<file path="config.mk">
export PLATFORM = sky130hd
export DESIGN_NAME = bsc_axis
export DESIGN_NICKNAME = d
export VERILOG_FILES = /design/src/rtl/core/bsc_pkg.sv /design/src/rtl/core/bsc_axis.sv
export SDC_FILE = /design/constraint.sdc
export NUM_CORES = 1
export LEC_CHECK = 0
export BUFFER_PORTS_ARGS = -buffer_cell sky130_fd_sc_hd__buf_2
export CAP_MARGIN = 20
export CORE_UTILIZATION = 37
export DETAILED_ROUTE_END_ITERATION = 7
export SKIP_LAST_GASP = 1
export SLEW_MARGIN = 20
export SYNTH_ARGS = -nofsm -noshare
export SYNTH_HDL_FRONTEND = slang
export SYNTH_SLANG_ARGS = --single-unit
</file>
<file path="constraint.sdc">
create_clock -name vclk -period 31.3
set_clock_uncertainty 0.2 [all_clocks]
set_input_delay 6.26 -clock vclk [all_inputs]
set_output_delay 6.26 -clock vclk [all_outputs]
set_load 0.05 [all_outputs]
</file>
<file path="src/rtl/core/bsc_pkg.sv">
// bsc_pkg: shared types and constants for the box/sphere classifier
// no dependencies; used by the channel interfaces, bsc_axis and box_sphere_classify
`default_nettype none

package bsc_pkg;

   // field widths
   localparam int COORD_W      = 16;
   localparam int DIST_W       = 34;
   localparam int SQ_W         = 32;   // square of a 16-bit magnitude
   localparam int DIMS_DEFAULT = 4;

   // box relation codes
   typedef enum logic [1:0] {
      REL_OUTSIDE   = 2'd0,
      REL_INTERSECT = 2'd1,
      REL_INSIDE    = 2'd2
   } relation_type;

   // per-axis squared distances
   typedef struct packed {
      logic [SQ_W-1:0] near_sq;
      logic [SQ_W-1:0] far_sq;
   } axis_sq_type;

endpackage

`default_nettype wire

</file>
<file path="src/rtl/core/bsc_axis.sv">
// bsc_axis: one axis of the box test, gaps to the centre and their squares
// depends on bsc_pkg for widths and axis_sq_type
`default_nettype none

module bsc_axis (
   input  wire logic signed [bsc_pkg::COORD_W-1:0] low,
   input  wire logic signed [bsc_pkg::COORD_W-1:0] high,
   input  wire logic signed [bsc_pkg::COORD_W-1:0] centre,
   output bsc_pkg::axis_sq_type                    sq
);
   localparam int GAP_W = bsc_pkg::COORD_W + 1;

   logic [GAP_W-1:0]              lo_gap;
   logic [GAP_W-1:0]              hi_gap;
   logic [GAP_W-1:0]              lo_neg;
   logic [GAP_W-1:0]              hi_neg;
   logic [bsc_pkg::COORD_W-1:0]   lo_mag;
   logic [bsc_pkg::COORD_W-1:0]   hi_mag;
   logic [bsc_pkg::SQ_W-1:0]      lo_sq;
   logic [bsc_pkg::SQ_W-1:0]      hi_sq;
   logic                          lo_above;
   logic                          hi_below;

   // signed gaps, one bit wider so they never wrap
   assign lo_gap = {low[bsc_pkg::COORD_W-1], low} - {centre[bsc_pkg::COORD_W-1], centre};
   assign hi_gap = {high[bsc_pkg::COORD_W-1], high} - {centre[bsc_pkg::COORD_W-1], centre};
   assign lo_neg = -lo_gap;
   assign hi_neg = -hi_gap;

   // magnitudes fit 16 bits unsigned
   assign lo_mag = lo_gap[GAP_W-1] ? lo_neg[bsc_pkg::COORD_W-1:0] : lo_gap[bsc_pkg::COORD_W-1:0];
   assign hi_mag = hi_gap[GAP_W-1] ? hi_neg[bsc_pkg::COORD_W-1:0] : hi_gap[bsc_pkg::COORD_W-1:0];

   assign lo_sq = {{(bsc_pkg::SQ_W-bsc_pkg::COORD_W){1'b0}}, lo_mag}
                * {{(bsc_pkg::SQ_W-bsc_pkg::COORD_W){1'b0}}, lo_mag};
   assign hi_sq = {{(bsc_pkg::SQ_W-bsc_pkg::COORD_W){1'b0}}, hi_mag}
                * {{(bsc_pkg::SQ_W-bsc_pkg::COORD_W){1'b0}}, hi_mag};

   // low face above the centre, else high face below it
   assign lo_above = !lo_gap[GAP_W-1] && (lo_gap != '0);
   assign hi_below = hi_gap[GAP_W-1];

   always_comb begin
      if (lo_above) begin
         sq.near_sq = lo_sq;
      end else if (hi_below) begin
         sq.near_sq = hi_sq;
      end else begin
         sq.near_sq = '0;
      end
      sq.far_sq = (lo_sq <= hi_sq) ? hi_sq : lo_sq;
   end

endmodule

`default_nettype wire

</file>
==> results of run 1 <==
==> layout make-up <==
class	instances	area [sq um]	area share (%)
well taps	615	769	3.94
diodes	1	2.50	0.0128
inverters	564	2120	10.8
repair buffers	139	768	3.93
multi-input cells	1616	15900	81.3
==> synthesized netlist by cell type (all sizes together), types with 7 or more instances <==
cell type | instances | area share [%]
a211oi | 18 | 0.81
a21o | 37 | 1.5
a21oi | 86 | 2.4
a31oi | 12 | 0.41
and2 | 8 | 0.28
and3 | 12 | 0.41
buf | 9 | 0.25
clkbuf | 42 | 0.87
fa | 320 | 35
ha | 264 | 18
inv | 560 | 12
mux2 | 8 | 0.50
mux2i | 27 | 1.5
nand2 | 159 | 3.3
nand2b | 13 | 0.45
nand3 | 33 | 0.91
nand4 | 10 | 0.34
nor2 | 209 | 4.3
nor2b | 14 | 0.52
nor3 | 29 | 0.80
nor4 | 7 | 0.24
o211ai | 9 | 0.37
o21a | 16 | 0.66
o21ai | 65 | 1.8
o21bai | 14 | 0.58
o22ai | 12 | 0.45
o31a | 7 | 0.34
o31ai | 14 | 0.61
or2 | 19 | 0.65
or3 | 11 | 0.38
xnor2 | 68 | 3.3
xor2 | 46 | 2.3
==> worst max-delay path, delay by kind of cell <==
kind | cells | cell delay, ps
mux | 1 | 540
buf+inv | 7 | 1680
compound gates | 13 | 4010
fa+ha+maj | 10 | 4050
xor+xnor | 2 | 1230
simple gates | 8 | 1270
==> routing by layer <==
metal	vias up	share of wire, %	track usage [%]
met5	-	0	0
li1	7213	-	-
met1	7449	45	28.5
met3	43	7.8	3.37
met4	0	1.3	2.78
met2	507	46	34.5
==> metrics by stage <==
step	util [%]	instance area, sq um	hold slack, ps
after CTS	40.7	19500	13180
after detailed placement	40.7	19500	13180
after global placement	40.7	19500	13180
final	40.7	19500	13180
after global routing	40.7	19500	13230
after floorplan	-	18200	13140
==> worst paths after layout <==
kind | slack (ps) | endpoint
hold / removal | 13180 | sq[0]
setup / recovery | 5800 | sq[18]
==> logic make-up (layout without fill, tap and decap cells) <==
logic type      after synthesis  after routing  share of synthesized area, %
compound gates              335            335                          12.3
xor+xnor                    116            116                          5.79
fa+ha+maj                   586            586                          53.6
buf+inv                     615            703                          12.8
mux                          35             35                          1.98
other cells                   1              3                        0.0206
simple gates                542            542                          13.5
==> impl_summary.md, run 1 <==
Outcome
The run finished with clean final reports.

Setup path
The data required time at the worst endpoint is around 25,000 ps. The worst path arrival time is 19,040 ps. In this run the worst path has a maximum fanout of 30. The master of the slowest instance on the critical path is sky130_fd_sc_hd__xor2_1. The worst setup path is of the input pin to primary output kind. Tracing the worst setup path back leads to its startpoint at low[0]. The cell that appears most often on the critical path is sky130_fd_sc_hd__fa_1. The capturing element type of the critical path is a primary output. In this design, the stage delay of the slowest critical-path cell is about 760 ps.

The element type at the critical path start is an input pin.

Run
The count of maximum capacitance violations is 0.

Drt
The routed design has ~50 mm of wire. The total via count in the routed design is around 15,000. Once detail routing completed, the nets flagged for antenna violations numbered 0.

The via count normalized by instance count is just over 5. In the final routed layout, each cell accounts on average for around 17 um. The first TritonRoute pass finished after 6 iterations. In the routed design, unresolved DRC markers number 0. In this run, the number of DRC markers left after iteration 0 of detailed routing was 1,003.

Global route
Entering global routing, the biggest net connects 39 pins. Summed over all layers, the global routing overflow is 0. Across every metal layer, demand over resource in global routing totals about a fifth. The global-route wire length before repair is approximately 80 mm. The via count of the first global-routing pass was between 15,000 and 20,000.

The number of antenna violations at the first check in global routing is 1.

STA
The number of pins exceeding their max-slew limit in the final report is 0. Headroom to the max-slew limit came out at around a fifth. The final sum of negative setup slack is 0 ps. Setup repair after global routing left no endpoint under its margin. The highest attainable clock frequency is 39.2 MHz.

The number of failing setup endpoints in the final timing report is 0. The post-layout minimum cycle time is about 25,000 ps. For the pin with the worst max-slew slack, the measured transition is 1190 ps. The final count of hold timing violations was 0. The portion of the clock cycle consumed by the worst path in the final layout is between 80 and 90%.

After layout, the worst setup slack is roughly 5800 ps.

Layout
The layout has a little under 5,000 filler cells. The most frequent standard cell in the layout excluding fill and tap cells is sky130_fd_sc_hd__inv_1. The number of nets in the finished design is between 2,000 and 3,000. In the layout the commonest cells are sky130_fd_sc_hd__inv_1 (556), sky130_fd_sc_hd__fa_1 (320), sky130_fd_sc_hd__ha_1 (264). After the flow finishes, the layout carries non-filler instances totaling just under 3,000. The signed area change from the synthesized netlist to the final layout is 7.54%.

The sequential cells in the finished layout cover a total of 0 sq um. The count of clock buffers in the final design is 0. The count of sequential standard cells is 0.

The fraction of layout instances using a drive strength above 1 is 8.32%.

Yosys
The Yosys warning count is 0. The mapped netlist covers 18,200 sq um. The proportion of synthesized chip area in sequential cells is 0%. After synthesis, the mean cell area works out to 8.15 sq um.

The number of distinct library cells after synthesis is ~80. The gate count of the mapped netlist is around 2,200.

Floorplanning
The count of standard-cell rows is 80. The die covers roughly 50,000 sq um. The initial utilization of the core area, before any placement, comes to around 38%.

The die is about 220 um wide. The die outline height is 224 um. In this run the count of I/O pins placed on the die edge is roughly 110. The area of the core is between 40,000 and 50,000 sq um.

Worst hold path
The instance count along the most critical hold path is 5. The worst hold path belongs to the class input pin to primary output. The origin of the worst min-delay path is centre[0].

Placement
The placer's final routability congestion estimate is 0.955. The number of input and output port buffers inserted is 110. The minimum setup slack after placement is 6120 ps. The wire-length estimate of the detail-placed layout is about 44 mm. The total instance count after detailed placement is about 2,900.

Clock network
The number of gates resized after CTS was 0. After clock tree synthesis, the flow added hold-fix buffers numbering 0. After clock tree synthesis, the setup repair step added 0 buffers.
==> inputs of run 2 (changes only) <==
Clock period 31.3 ns to 21.8 ns, I/O delays scaled along.
==> impl_summary.md, run 2 (same netlist as run 1, synthesis figures left out) <==
Clock network
The count of hold buffers inserted by post-cts repair is 0 (unchanged). The number of gates given a new drive strength after cts is 0 (unchanged). The number of buffers inserted to repair setup after CTS came to 0 (unchanged).

STA
Unrepaired setup endpoints after global routing: false (unchanged). The final count of hold timing violations is 0 (unchanged). The relative slew slack was 28.1% (was 20.4%). The final critical path takes up between 90 and 100% of the cycle. The measured slew at the worst slew-check pin is 1070 ps (was 1190 ps).

The highest attainable clock frequency is approximately 48 MHz. After layout, the minimum clock period comes to approximately 21,000 ps. The number of pins exceeding their max-slew limit in the final report is 0 (unchanged). The final sum of negative setup slack is 0 ps (unchanged).

The number of failing setup endpoints in the final timing report is 0 (unchanged).

Drt
The DRC violations left is 0 (unchanged). The total wire length came to 50.1 mm (was 50.6 mm). The first-pass iteration count of the detailed router came to 5 (was 6). The total via count in the routed design is 15,300 (was 15,200). The via count normalized by instance count was 5.20 (was 5.18).

The number of nets with antenna violations after routing came to 0 (unchanged). The post-detailed-route wirelength per cell was 17.0 um (was 17.2 um). The number of DRC violations after detailed-routing iteration 0 is 962 (was 1,003).

Setup path
The element type at the critical path start was an input pin (unchanged). The master of the slowest instance on the critical path was sky130_fd_sc_hd__a311oi_4 (was sky130_fd_sc_hd__xor2_1). The data required time at the worst endpoint came to 17,240 ps (was 24,840 ps). The worst path arrival time came to 16,320 ps (was 19,040 ps).

The capturing element type of the critical path is a primary output (unchanged). The highest fanout seen on the critical path is 23 (was 30). The classification of the worst setup path is input pin to primary output (unchanged). The number of buffers and inverters on the critical path was 8 (was 7). The family of cells with the greatest summed delay on the critical path is adder cells (unchanged). The longest individual stage delay on the worst path is 740 ps (was 760 ps). The critical path's most frequent cell is sky130_fd_sc_hd__fa_1 (unchanged).

Outcome
Result of the run: completed (unchanged).

Layout
The number of nets in the finished design was 2,964 (was 2,953). The count of clock buffers in the final design came to 0 (unchanged). The fraction of layout instances using a drive strength above 1 is 8.67% (was 8.32%). The fraction of the core area covered by cells at the end of the flow came to 40.8% (was 40.7%). The antenna diode instance count came to 0 (was 1). Commonest cells after routing, fill and taps aside: sky130_fd_sc_hd__inv_1 (556), sky130_fd_sc_hd__fa_1 (320), sky130_fd_sc_hd__ha_1 (264) (unchanged). The most frequent standard cell in the layout excluding fill and tap cells is sky130_fd_sc_hd__inv_1 (unchanged). The count of sequential standard cells is 0 (unchanged). The signed area change from the synthesized netlist to the final layout was 7.90% (was 7.54%). The area used by sequential logic in the layout is 0 sq um (unchanged).

The count of placed standard cells in the final layout, fillers left out came to 2,945 (was 2,935).

Floorplanning
The floorplan die width is 224 um (unchanged). The area of the core was 48,000 sq um (unchanged). The initial core utilization came to 37.8% (unchanged). The overall die area is 50,000 sq um (unchanged). The count of standard-cell rows is 80 (unchanged).

The die outline height is 224 um (unchanged). The number of top-level pins is 112 (unchanged).

Run
The count of maximum capacitance violations is 0 (unchanged).

Worst hold path
The worst hold-check path type was input pin to primary output (unchanged).

Global route
The maximum number of pins on one net before global-route repair is 39 (unchanged). The residual overflow from global routing is 0 (unchanged). The via count of the first global-routing pass is 15,900 (about the same). The global-route usage over all layers is 20.3% (was 20.6%). The number of antenna violations at the first check in global routing was 0 (was 1). The global-route wire length before repair is 81.5 mm (was 82.2 mm).

Placement
The number of input and output port buffers inserted is 110 (unchanged). The total instance count after detailed placement is 2,945 (was 2,934). The placer's final routability congestion estimate is 0.928 (was 0.955). The sum of net half-perimeters after detailed placement is 44.0 mm (was 44.2 mm).
[run 2: cell count changes in the layout (fill, tap and decap cells not counted)]
cell and change:
sky130_fd_sc_hd__xnor2_1 +2, sky130_fd_sc_hd__buf_4 +11, sky130_fd_sc_hd__diode_2 -1, sky130_fd_sc_hd__xnor2_2 -2
[run 2: area by class of cell]
type | instances | area (sq um)
multi-input combinational | 1616 | 15900
inverter | 564 | 2120
tap | 615 | 769
timing repair buffer | 150 | 851
fill | 4917 | 28400
[run 2: worst paths after layout]
check	startpoint	endpoint	slack, ps	cells past startpoint
worst min-delay path	centre[0]	sq[0]	9420	5
worst max-delay path	high[0]	sq[20]	920	42
[run 2: per-stage QoR]
step	setup WS, ps	cell area, sq um	hold slack [ps]
finish	924	19600	9420
global route	120	19600	9490
CTS	950	19600	9420
detailed placement	957	19600	9410
global placement	1060	19600	9400
floorplan	2250	18200	9340
[run 2: layer usage]
layer	track usage (%)	share of wire [%]	vias to the layer above
li1	-	-	7241
met5	0	0	-
met1	29.2	46	7545
met4	3.25	1.8	0
met3	2.81	7.7	48
met2	33.0	44	488
Power of run 2 is left out: the tool's default activity adds up to more than one toggle a clock period on the data nets, which glitch-free logic cannot reach.
==> inputs of run 3 (changes only) <==
Settings changed: MAX_ROUTING_LAYER set to met4.
==> impl_summary.md, run 3 (same netlist as run 1, synthesis figures left out) <==
STA
The post-layout minimum cycle time is 20,900 ps (was 20,880 ps). The number of failing setup endpoints in the final timing report is 0 (unchanged). The relative slew slack was 31.6% (was 28.1%). The final count of hold timing violations is 0 (unchanged). The number of pins exceeding their max-slew limit in the final report is 0 (unchanged).

The highest attainable clock frequency is 47.8 MHz (was 47.9 MHz). The portion of the clock cycle consumed by the worst path in the final layout is 95.9% (was 95.8%). Unrepaired setup endpoints after global routing: false (unchanged).

The measured slew at the worst slew-check pin is 1020 ps (was 1070 ps). The final sum of negative setup slack is 0 ps (unchanged).

Drt
The first-pass iteration count of the detailed router was 5 (unchanged). The total wire length is 50.7 mm (was 50.1 mm). The number of nets with antenna violations after routing is 0 (unchanged). The via count normalized by instance count is 5.22 (was 5.20).

The number of DRC violations after detailed-routing iteration 0 came to 951 (was 962). The total via count in the routed design is 15,400 (was 15,300). The DRC violations left came to 0 (unchanged). The post-detailed-route wirelength per cell is 17.2 um (was 17.0 um).

Global route
The number of antenna violations at the first check in global routing is 0 (unchanged). The maximum number of pins on one net before global-route repair is 39 (unchanged). The global-route wire length before repair is 83.5 mm (was 81.5 mm). The via count of the first global-routing pass is 16,200 (was 15,900). The residual overflow from global routing is 0 (unchanged). The global-route usage over all layers is 21.4% (was 20.3%).

Layout
The count of clock buffers in the final design is 0 (unchanged). The count of sequential standard cells is 0 (unchanged). Commonest cells after routing, fill and taps aside: sky130_fd_sc_hd__inv_1 (556), sky130_fd_sc_hd__fa_1 (320), sky130_fd_sc_hd__ha_1 (264) (unchanged). The fraction of layout instances using a drive strength above 1 was 8.71% (was 8.67%). The area used by sequential logic in the layout is 0 sq um (unchanged).

The filler cell count is 4,937 (was 4,917). The most frequent standard cell in the layout excluding fill and tap cells is sky130_fd_sc_hd__inv_1 (unchanged). The antenna diode instance count is 0 (unchanged).

The number of nets in the finished design is 2,965 (was 2,964). The area of the multi-input gates came to 15,900 sq um (unchanged). The signed area change from the synthesized netlist to the final layout is 7.94% (was 7.90%).

Worst hold path
The origin of the worst min-delay path is centre[0] (unchanged). The endpoint with the worst hold slack was sq[0] (unchanged). The worst hold-check path type is input pin to primary output (unchanged). The instance count along the most critical hold path is 5 (unchanged).

Setup path
The element type at the critical path start is an input pin (unchanged). The data required time at the worst endpoint is 17,240 ps (about the same). The master of the slowest instance on the critical path is sky130_fd_sc_hd__a311oi_4 (unchanged). The number of buffers and inverters on the critical path was 8 (unchanged). The family of cells with the greatest summed delay on the critical path is adder cells (unchanged).

The classification of the worst setup path is input pin to primary output (unchanged). The source of the critical timing path is high[0] (unchanged). The longest individual stage delay on the worst path was 750 ps (was 740 ps).

The capturing element type of the critical path was a primary output (unchanged). The highest fanout seen on the critical path was 23 (unchanged). The worst path arrival time came to 16,340 ps (was 16,320 ps). The critical path's most frequent cell is sky130_fd_sc_hd__fa_1 (unchanged).

Clock network
The count of hold buffers inserted by post-cts repair is 0 (unchanged). The number of buffers inserted to repair setup after CTS is 0 (unchanged). The number of gates given a new drive strength after cts was 0 (unchanged).

Floorplanning
The overall die area came to 50,000 sq um (unchanged). The initial core utilization came to 37.8% (unchanged). The count of standard-cell rows is 80 (unchanged). The floorplan die width is 224 um (unchanged). The area of the core is 48,000 sq um (unchanged). The die outline height is 224 um (unchanged). The number of top-level pins was 112 (unchanged).

Run
The count of maximum capacitance violations is 0 (unchanged).

Outcome
Result of the run: completed (unchanged).

Placement
The number of input and output port buffers inserted came to 110 (unchanged). The placer's final routability congestion estimate was 0.939 (was 0.928). The sum of net half-perimeters after detailed placement came to 44.5 mm (was 44.0 mm).
-- run 3: cell types whose count changed in the layout (fill, tap and decap cells not counted), sizes merged --
| cell | change |
|---|---|
| buf | +1 |
-- run 3: per-stage QoR --
step	instance area [sq um]	instances	worst slack (ps)	util [%]	hold WS (ps)
after global placement	19600	2946	1100	40.8	9420
after detailed placement	19600	2946	920	40.8	9420
after CTS	19600	2946	906	40.8	9420
after global routing	19600	2946	102	40.8	9470
final	19600	2946	900	40.8	9430
after floorplan	18200	2231	2250	-	9340
-- run 3: final cells by class --
cell class	instances	area share (%)
inverter	564	10.8
multi-input combinational	1616	80.9
tap	615	3.92
timing repair buffer	151	4.38
-- run 3: per-layer routing --
layer	routed length [um]	up-vias	track usage, %	part of all wire [%]
met3	3440	40	2.09	6.8
met5	0	-	-	0
met2	22900	491	34.0	45
met1	23700	7607	30.1	47
met4	663	0	2.89	1.3
li1	-	7234	-	-
-- run 3: how the worst max path moves through the flow --
stage | endpoint | slack, ps | cells after the start
4_1_cts | sq[15] | 910 | 42
3_5_place_dp | sq[15] | 920 | 42
3_3_place_gp | sq[22] | 1100 | 42
5_1_grt | sq[15] | 100 | 42
6_report | sq[15] | 900 | 42
2_1_floorplan | sq[10] | 2250 | 41
Power of run 3 is left out for the same reason.
